$ cat config.mk
export PLATFORM = sky130hd
export DESIGN_NAME = sgvi_avg
export DESIGN_NICKNAME = d
export VERILOG_FILES = /design/src/rtl/core/sgvi_pkg.sv /design/src/rtl/core/sgvi_avg.sv
export SDC_FILE = /design/constraint.sdc
export NUM_CORES = 1
export LEC_CHECK = 0
export BUFFER_PORTS_ARGS = -buffer_cell sky130_fd_sc_hd__buf_2
export CAP_MARGIN = 0
export CORE_AREA = 2 2 76 92
export DETAILED_ROUTE_END_ITERATION = 8
export DIE_AREA = 0 0 78 94
export PLACE_DENSITY = 0.87
export SYNTH_ARGS = -nofsm -noshare
export SYNTH_HDL_FRONTEND = slang
export SYNTH_SLANG_ARGS = --single-unit
$ cat constraint.sdc
create_clock -name vclk -period 16.71
set_clock_uncertainty 0.1 [all_clocks]
set_input_delay 4.1775 -clock vclk [all_inputs]
set_output_delay 4.1775 -clock vclk [all_outputs]
set_load 0.01 [all_outputs]
$ cat src/rtl/core/sgvi_pkg.sv
// ----------------------------------------------------------------------------
// sgvi_pkg
// Shared command codes, field widths and control types for the staggered
// grid velocity block.
// ----------------------------------------------------------------------------
package sgvi_pkg;

    // Command codes carried on the input stream
    localparam logic [2:0] CMD_WR_U   = 3'd0;
    localparam logic [2:0] CMD_WR_V   = 3'd1;
    localparam logic [2:0] CMD_WR_W   = 3'd2;
    localparam logic [2:0] CMD_VERTEX = 3'd3;
    localparam logic [2:0] CMD_CELL   = 3'd4;

    // Configuration register indexes
    localparam logic [1:0] REG_CELLS_X = 2'd0;
    localparam logic [1:0] REG_CELLS_Y = 2'd1;
    localparam logic [1:0] REG_CELLS_Z = 2'd2;

    // Fixed field widths
    localparam int COORD_W = 5;
    localparam int VAL_W   = 16;

    // Averaging control for one axis: which slots count and the divide shift
    typedef struct packed {
        logic [3:0] mask;
        logic [1:0] shift;
    } t_avg_ctl;

endpackage

$ cat src/rtl/core/sgvi_avg.sv
// ----------------------------------------------------------------------------
// sgvi_avg
// Sums the selected face samples of one axis and divides by the face count
// with an arithmetic right shift.
// ----------------------------------------------------------------------------
module sgvi_avg #(
    parameter int SB = 16
) (
    input  logic [SB-1:0]          i_slot [4],
    input  sgvi_pkg::t_avg_ctl     i_ctl,
    output logic [sgvi_pkg::VAL_W-1:0] o_vel
);
    import sgvi_pkg::*;

    logic signed [SB+1:0]  sum;
    logic signed [SB+17:0] wide;

    // Masked sum of up to four samples, then floor division by 1, 2 or 4
    always_comb begin
        sum = '0;
        for (int s = 0; s < 4; s++) begin
            if (i_ctl.mask[s]) begin
                sum = sum + $signed({{2{i_slot[s][SB-1]}}, i_slot[s]});
            end
        end
        wide  = $signed({{16{sum[SB+1]}}, sum}) >>> i_ctl.shift;
        o_vel = wide[VAL_W-1:0];
    end

endmodule

* Word-level counts from Yosys, hierarchy flattened
Cells that the tools add are included.
** Operators by class
- Add/sub/neg operators :: 3
- Shift-type cells :: 1
- Mux-type cells :: 4
** Operator list (count)
- $mux 18 :: 4
- $add 18x16->18 :: 3
- $sshr 18x2->16 :: 1
** Storage, ports and cells
- Logic and storage cells :: 8
- Output and inout port bits :: 16
- Bits in registers :: 0
- Input bits :: 70

* Depth between registers and ports, before layout
Gate-level depths: netlist (run 1).
- Word-level depth :: 8
- Depth in mapped cells :: 32
- Mapped depth without buffers :: 29

* Worst setup path before layout (run 1)
No wires, ideal clock.
- Kind :: input -> output
- Start point :: input port i_ctl[2] (netlist bit)
- End point :: output port o_vel[14] (netlist bit)
- Setup slack :: 2717 ps
- Data required time :: 12432 ps
- Arrival time :: 9715 ps
- Buffers on the path :: 4
- Cell stages on the path :: 26
- Path through :: buf_6 buf_6 and2_1 ha_1 fa_1 a21oi_1 o22ai_1 o2111ai_1 a211oi_1 or3_1 a31o_2 ha_1 clkbuf_1 and3_1 and4_1 a22o_1 a31oi_1 mux2i_1 a211oi_1 ha_1 clkbuf_1 or4b_2 o2111ai_1 xnor3_1 o21ai_0 o22ai_1
** On the way
- Longest elaborated chain between the ends :: 8
** RTL lines
- from (decl) :: line sgvi_avg.sv:10 : input sgvi_pkg::t_avg_ctl i_ctl,
- $mux 18 * :: line sgvi_avg.sv:22 : if (i_ctl.mask[s]) begin
- $add 18x16->18 :: line sgvi_avg.sv:23 : sum = sum + $signed({{2{i_slot[s][SB-1]}}, i_slot[s]});
- $mux 18 * :: line sgvi_avg.sv:22
- $add 18x16->18 :: line sgvi_avg.sv:23
- $mux 18 * :: line sgvi_avg.sv:22
- $add 18x16->18 :: line sgvi_avg.sv:23
- $mux 18 * :: line sgvi_avg.sv:22
- $sshr 18x2->16 * :: line sgvi_avg.sv:26 : wide = $signed({{16{sum[SB+1]}}, sum}) >>> i_ctl.shift;
- to (decl) :: line sgvi_avg.sv:11 : output logic [sgvi_pkg::VAL_W-1:0] o_vel
Mark *: on every way between the ends. The rest lies on a longest branch, timed or not.

* Worst setup path after layout (run 1)
Ends and elaborated chain as after synthesis.

==> results of run 1 <==
## cells by family after synthesis
logic type	count (synthesis)	share of synthesized area, %
AOI/OAI and AO/OA	190	33.2
and+or+nand+nor	176	22.1
buffers and inverters	58	6.11
adders and majority gates	51	17.2
xor gates and xnor gates	39	9.24
muxes	37	12.2
## worst max-delay path by stage
stage | endpoint | slack [ns] | depth (start not counted)
after floorplan | o_vel[14] | 2.72 | 26
after global placement | o_vel[14] | 1.95 | 28
after global routing | o_vel[14] | 1.25 | 28
after detailed placement | o_vel[14] | 1.88 | 28
after CTS | o_vel[14] | 1.83 | 28
final | o_vel[14] | 1.71 | 28
## cell type report
class / instances / area (µm²) / share of cell area, %
multi-input combinational: 493 / 3610 / 84.2
timing repair buffer: 86 / 430 / 10.0
tap: 85 / 106 / 2.48
inverter: 38 / 143 / 3.32
## power breakdown
group	leakage, nW	switching, mW	total, mW	internal (mW)
combinational	2.09	0.174	0.310	0.137
clock	0	0	0	0
sequential	0	0	0	0
total	2.09	0.174	0.310	0.137
## placed cells by master, fill, tap and decap left out, types with 4 or more instances in the layout
cell and instances:
o22ai_1 8, nand2b_1 7, ha_1 48, mux2i_1 22, or3_1 4, inv_1 36, nand3_1 10, o21ai_1 4
a21o_1 16, xnor2_1 25, nor2_1 38, and2_1 9, mux4_2 7, mux2_2 8, nor3_1 13, nand4_1 6
a211oi_1 10, buf_2 86, nand2_1 62, a21oi_1 40, o21bai_1 4, a31oi_1 9, o21a_1 8, and3_1 6
o211ai_1 7, xor2_1 13, o21ai_0 40
## per-stage QoR
stage / instance area (µm²) / instances
after floorplan: 3850 / 551
after global placement: 4290 / 702
after detailed placement: 4290 / 702
after CTS: 4290 / 702
after global routing: 4290 / 702
final: 4290 / 702
## critical path: stages
cell	delay, ns
buf_2	0.24
and2_1	0.21
ha_1	0.21
fa_1	0.48
o21ai_0	0.20
a21oi_1	0.14
o2111ai_1	0.31
a31oi_1	0.17
o21a_1	0.19
o31ai_1	0.38
ha_1	0.38
and2_1	0.24
o211a_1	0.16
o32a_1	0.31
xnor2_1	0.15
o22ai_1	0.09
a311oi_1	0.41
inv_1	0.14
ha_1	0.36
nand2_1	0.09
o32a_1	0.35
a31oi_1	0.28
mux2i_1	0.24
o2111ai_1	0.15
xnor3_1	0.25
o21ai_0	0.08
o22ai_1	0.15
buf_2	0.16
## metal layers
| layer | GRT usage, % | up-vias | share of wire, % |
|---|---|---|---|
| met5 | 0 | - | 0 |
| met4 | 4.68 | 0 | 1.6 |
| met3 | 1.15 | 22 | 6.3 |
| met2 | 53.1 | 179 | 48 |
| met1 | 35.5 | 2052 | 44 |
| li1 | - | 2201 | - |
==> flow_summary_export.csv, run 1 <==
group,metric,value,unit
die,die_y,94,µm
placement,io_buffers,86,
setup_path,end_kind,"output pin",
global_routing,antenna_found_initial,0,
power_and_ir_drop,fin_total_pwr,0.310,mW
power_and_ir_drop,peakVddDrop,59.5,µV
die,rows,32,
synthesis,yosysSeqAreaShare,0,%
run_status,status,"finished clean",
final_layout,final_util,67.0,%
setup_path,crit_required,12.43,ns
placement,place_ws,1.88,ns
placement,hpwl,8690,µm
sta,fmax,66.7,MHz
final_layout,fillCellCount,581,
final_layout,synthToLayoutAreaGrowth,11.5,%
power_and_ir_drop,p_leak,2.09,nW
power_and_ir_drop,power_density,72.3,nW/µm²
routing,first_iter_violations,195,
sta,hold_violations,0,
min_path,whs_path_depth,4,
min_path,min_to,"o_vel[15]",
sta,setup_viol,0,
routing,vias_per_cell,6.34,
sta,final.period_utilization,89.8,%
sta,rsz0062_at_grt,"no",
setup_path,crit_arrival,10.72,ns
global_routing,grt_pass1_vias,4164,
routing,avgRoutedWirePerCell,15.1,µm
setup_path,crit_type,"primary input to output pin",
sta,tightestPinTransition,0.522,ns
placement,gp_congestion,0.923,
setup_path,cp_max_fo,26,
final_layout,seqCellArea,0,µm²
synthesis,synth.top_cell.area_share,15.6,%
min_path,min_path_type,"primary input to output pin",
routing,drc_errors,0,
sta,drv_slew,0,
die,die_width,78,µm
job,maxCapViolations,0,
global_routing,grtUsageTotal,28.1,%
setup_path,crit_start,"i_ctl[2]",
final_layout,nets,740,
die,die_area,7330,µm²
synthesis,syn_nets,672,
final_layout,design.seq.count,0,
synthesis,syn_avg_cell_area,6.98,µm²
routing,dr.pass1.iters,5,
synthesis,syn_area,3850,µm²
final_layout,clockBufferCount,0,
die,initial_core_util,60.1,%
sta,final.setup.tns,0,ns
routing,vias,4454,
global_routing,grt_max_degree,30,
die,core-area,6410,µm²
setup_path,crit_path_start_kind,"primary input",
final_layout,drive_gt1_share,18.5,%
die,io_pins,86,
final_layout,diodes,0,
cts,post_cts_resized,0,
sta,holdWs,8.72,ns
cts,post_cts_buffers,0,
global_routing,grt_pass1_wl,17600,µm
synthesis,yosysMostFrequentCell,"nand2_1",
synthesis,synth_area_leaders,"ha_1 16%, nand2_1 6.0%, mux2i_1 5.7%",
min_path,holdCritStartpoint,"i_ctl[1]",
cts,hold_buffers,0,
sta,layout_setup_ws,1.71,ns
global_routing,gr-total-overflow,0,
synthesis,syn_inst,551,
routing,ant_nets,0,
sta,slew_headroom,64.8,%
routing,wirelength,10600,µm
synthesis,yosysTopAreaCell,"ha_1",
synthesis,yosys-top-cells-count,"62 x nand2_1, 48 x ha_1, 40 x a21oi_1, 40 x o21ai_0, 38 x nor2_1",
synthesis,synth_cell_type_count,77,
synthesis,yosysWarnings,0,
sta,fin_crit,15.00,ns
Power figures use the tool's default switching activity.
==> inputs of run 2 (changes only) <==
- CORE_AREA: 2 2 76 92 -> 2 2 78 95
- DIE_AREA: 0 0 78 94 -> 0 0 80 97
- PLACE_DENSITY: 0.87 -> 0.82
- clock period: 16.71 -> 15 ns (I/O delays scaled with it)
==> flow_summary_export.csv, run 2 (synthesis gave the netlist of run 1 again) <==
group,metric,value,unit
sta,fin_crit,14.05,ns
die,die_width,80,µm
sta,slew_headroom,65.9,%
final_layout,fillCellCount,642,
routing,first_iter_violations,324,
global_routing,grt_pass1_wl,17700,µm
placement,io_buffers,86,
final_layout,diodes,0,
die,rows,33,
die,die_y,97,µm
final_layout,design.seq.count,0,
sta,fmax,71.2,MHz
run_status,status,"finished clean",
setup_path,crit_required,11.15,ns
setup_path,crit_path_start_kind,"primary input",
placement,place_ws,1.03,ns
power_and_ir_drop,peakVddDrop,62.0,µV
final_layout,clockBufferCount,0,
final_layout,multiInputGateArea,3610,µm²
die,die_area,7760,µm²
die,initial_core_util,56.8,%
sta,rsz0062_at_grt,"no",
global_routing,grt_max_degree,30,
final_layout,mostFrequentLayoutCells,"86 x buf_2, 62 x nand2_1, 48 x ha_1",
power_and_ir_drop,fin_total_pwr,0.344,mW
setup_path,critPathBufInv,3,
sta,setup_viol,0,
routing,vias,4414,
power_and_ir_drop,sw_frac_of_total,55.8,%
sta,final.period_utilization,93.7,%
routing,drc_errors,0,
global_routing,grt_pass1_vias,4133,
sta,tightestPinTransition,0.506,ns
power_and_ir_drop,p_leak,2.09,nW
cts,post_cts_resized,0,
global_routing,grtUsageTotal,26.5,%
routing,ant_nets,0,
final_layout,layout_commonest_cell,"buf_2",
setup_path,cp_max_fo,26,
setup_path,critPathTopFamily,"compound AO/OA/AOI/OAI gates",
final_layout,seqCellArea,0,µm²
final_layout,drive_gt1_share,18.5,%
die,core-area,6770,µm²
global_routing,gr-total-overflow,0,
setup_path,crit_arrival,10.20,ns
min_path,min_path_type,"primary input to output pin",
power_and_ir_drop,p_int,0.152,mW
final_layout,nets,740,
setup_path,slowest_delay,0.48,ns
sta,drv_slew,0,
global_routing,antenna_found_initial,0,
power_and_ir_drop,pwr-share-seq,0,%
sta,final.setup.tns,0,ns
routing,avgRoutedWirePerCell,15.1,µm
setup_path,crit_type,"primary input to output pin",
cts,post_cts_buffers,0,
setup_path,crit_start,"i_ctl[2]",
setup_path,slowest_stage,"fa_1",
setup_path,cp.depth,28,
power_and_ir_drop,combinationalPowerShare,100.0,%
setup_path,end_kind,"output pin",
placement,gp_congestion,0.896,
power_and_ir_drop,power_frac_clock,0,%
power_and_ir_drop,power_switching,0.192,mW
placement,hpwl,8780,µm
routing,wirelength,10600,µm
die,io_pins,86,
job,maxCapViolations,0,
setup_path,crit_path_end,"o_vel[14]",
final_layout,synthToLayoutAreaGrowth,11.6,%
routing,vias_per_cell,6.27,
routing,dr.pass1.iters,5,
cts,hold_buffers,0,
sta,layout_setup_ws,0.952,ns
power_and_ir_drop,power_density,80.2,nW/µm²
sta,hold_violations,0,
## run 2: cell counts in the layout (fill, tap and decap cells not counted)
Identical to the previous run, type by type.
## run 2: stage by stage
stage | instance area [µm²] | hold WS [ns] | utilization [%] | instances
finish | 4290 | 7.88 | 63.4 | 704
detailed placement | 4290 | 7.87 | 63.4 | 704
floorplan | 3850 | 7.55 | - | 551
global placement | 4290 | 7.86 | 63.4 | 704
global route | 4290 | 7.91 | 63.4 | 704
CTS | 4290 | 7.86 | 63.4 | 704
## run 2: area by class of cell
type | instances | share of cell area (%)
Inverter | 38 | 3.32
Timing Repair Buffer | 86 | 10.0
Multi-Input combinational cell | 493 | 84.1
Tap cell | 87 | 2.53
## run 2: worst min path at each step
stage | depth (start not counted) | endpoint | slack, ns | from
global route | 3 | o_vel[9] | 7.91 | i_ctl[1]
finish | 3 | o_vel[9] | 7.88 | i_ctl[1]
detailed placement | 4 | o_vel[15] | 7.87 | i_ctl[1]
floorplan | 2 | o_vel[5] | 7.55 | i_ctl[1]
global placement | 4 | o_vel[15] | 7.86 | i_ctl[1]
CTS | 4 | o_vel[15] | 7.86 | i_ctl[1]
## run 2: tightest hold or removal path: stages
cell,delay (ns)
buf_2,0.18
mux2i_1,0.15
buf_2,0.14
## run 2: power by group through the flow
stage	registers, mW	clock network, mW	logic (mW)
CTS	0	0	0.339
global placement	0	0	0.331
floorplan	0	0	0.259
global route	0	0	0.378
detailed placement	0	0	0.337
finish	0	0	0.344
## run 2: per-layer routing
metal  vias up  track usage, %  share of wire [%]
met3        16           0.746                4.6
met5         -               0                  0
met1      2046            35.0                 45
met4         0            4.17                1.4
li1       2201               -                  -
met2       151            48.1                 49
==> inputs of run 3 (changes only) <==
- CORE_AREA: 2 2 78 95 -> 2 2 88 107
- DIE_AREA: 0 0 80 97 -> 0 0 90 109
- PLACE_DENSITY: 0.82 -> 0.67
==> flow_summary_export.csv, run 3 (synthesis gave the netlist of run 1 again) <==
group,metric,value,unit
final_layout,seqCellArea,0,µm²
power_and_ir_drop,peakVddDrop,50.9,µV
final_layout,fin_area,4340,µm²
sta,final.period_utilization,95.4,%
setup_path,crit_required,11.15,ns
power_and_ir_drop,power_density,79.8,nW/µm²
die,core-area,8840,µm²
global_routing,gr-total-overflow,0,
setup_path,slowest_stage,"fa_1",
setup_path,slowest_delay,0.48,ns
placement,io_buffers,86,
routing,wirelength,11200,µm
global_routing,antenna_found_initial,0,
cts,post_cts_buffers,0,
die,initial_core_util,43.5,%
routing,ant_nets,0,
routing,dr.pass1.iters,6,
die,die_width,90,µm
sta,layout_setup_ws,0.694,ns
global_routing,grt_pass1_vias,4178,
sta,tightestPinTransition,0.524,ns
setup_path,critPathTopFamily,"compound AO/OA/AOI/OAI gates",
global_routing,grt_pass1_wl,18700,µm
die,io_pins,86,
setup_path,end_kind,"output pin",
die,die_y,109,µm
routing,avgRoutedWirePerCell,15.2,µm
sta,rsz0062_at_grt,"no",
routing,routed.top_layer,"met4",
setup_path,crit_type,"primary input to output pin",
routing,vias_per_cell,5.88,
sta,fmax,69.9,MHz
final_layout,drive_gt1_share,18.5,%
final_layout,synthToLayoutAreaGrowth,12.7,%
placement,gp_congestion,0.956,
setup_path,critPathBufInv,3,
placement,hpwl,9400,µm
final_layout,diodes,0,
run_status,status,"finished clean",
power_and_ir_drop,p_leak,2.09,nW
global_routing,grtUsageTotal,22.3,%
sta,drv_slew,0,
placement,place_ws,0.842,ns
sta,hold_violations,0,
cts,hold_buffers,0,
job,maxCapViolations,0,
sta,fin_crit,14.31,ns
final_layout,layout_commonest_cell,"buf_2",
routing,first_iter_violations,237,
final_layout,nets,740,
min_path,min_path_type,"primary input to output pin",
routing,wl_met1,4950,µm
routing,drc_errors,0,
die,die_area,9810,µm²
final_layout,clockBufferCount,0,
cts,post_cts_resized,0,
placement,place_area,4340,µm²
sta,slew_headroom,64.7,%
setup_path,crit_path_start_kind,"primary input",
routing,dr_wl_met2,5490,µm
setup_path,crit_arrival,10.46,ns
die,rows,38,
sta,final.setup.tns,0,ns
global_routing,grt_max_degree,30,
final_layout,design.seq.count,0,
setup_path,cp_max_fo,26,
routing,wl_met3,618,µm
routing,vias,4337,
sta,setup_viol,0,
final_layout,mostFrequentLayoutCells,"86 x buf_2, 62 x nand2_1, 48 x ha_1",
run 3: stage by stage:
stage | utilization [%] | std cells | hold WS, ns | power (mW)
floorplan | - | 551 | 7.55 | 0.259
global placement | 49.0 | 737 | 7.87 | 0.335
detailed placement | 49.0 | 737 | 7.86 | 0.340
CTS | 49.0 | 737 | 7.87 | 0.342
global route | 49.0 | 737 | 7.89 | 0.384
finish | 49.0 | 737 | 7.87 | 0.346
run 3: cell type report:
| class | count | area [µm²] |
|---|---|---|
| fillers | 936 | 4510 |
| multi-input cells | 493 | 3610 |
| repair buffers | 86 | 430 |
| inverters | 38 | 143 |
| well taps | 120 | 150 |
run 3: power by group:
group / switching, mW / internal [mW]
combinational: 0.193 / 0.152
clock: 0 / 0
sequential: 0 / 0
run 3: per-layer routing:
layer  vias up  track usage (%)
met2       147             43.2
met4         0             3.52
met1      1960             27.6
li1       2212                -
met5         -                0
met3        18             1.45
run 3: final timing paths:
path	endpoint	slack, ns	startpoint	cells after the start
setup / recovery	o_vel[14]	0.69	i_ctl[2]	28
hold / removal	o_vel[4]	7.87	i_ctl[1]	3
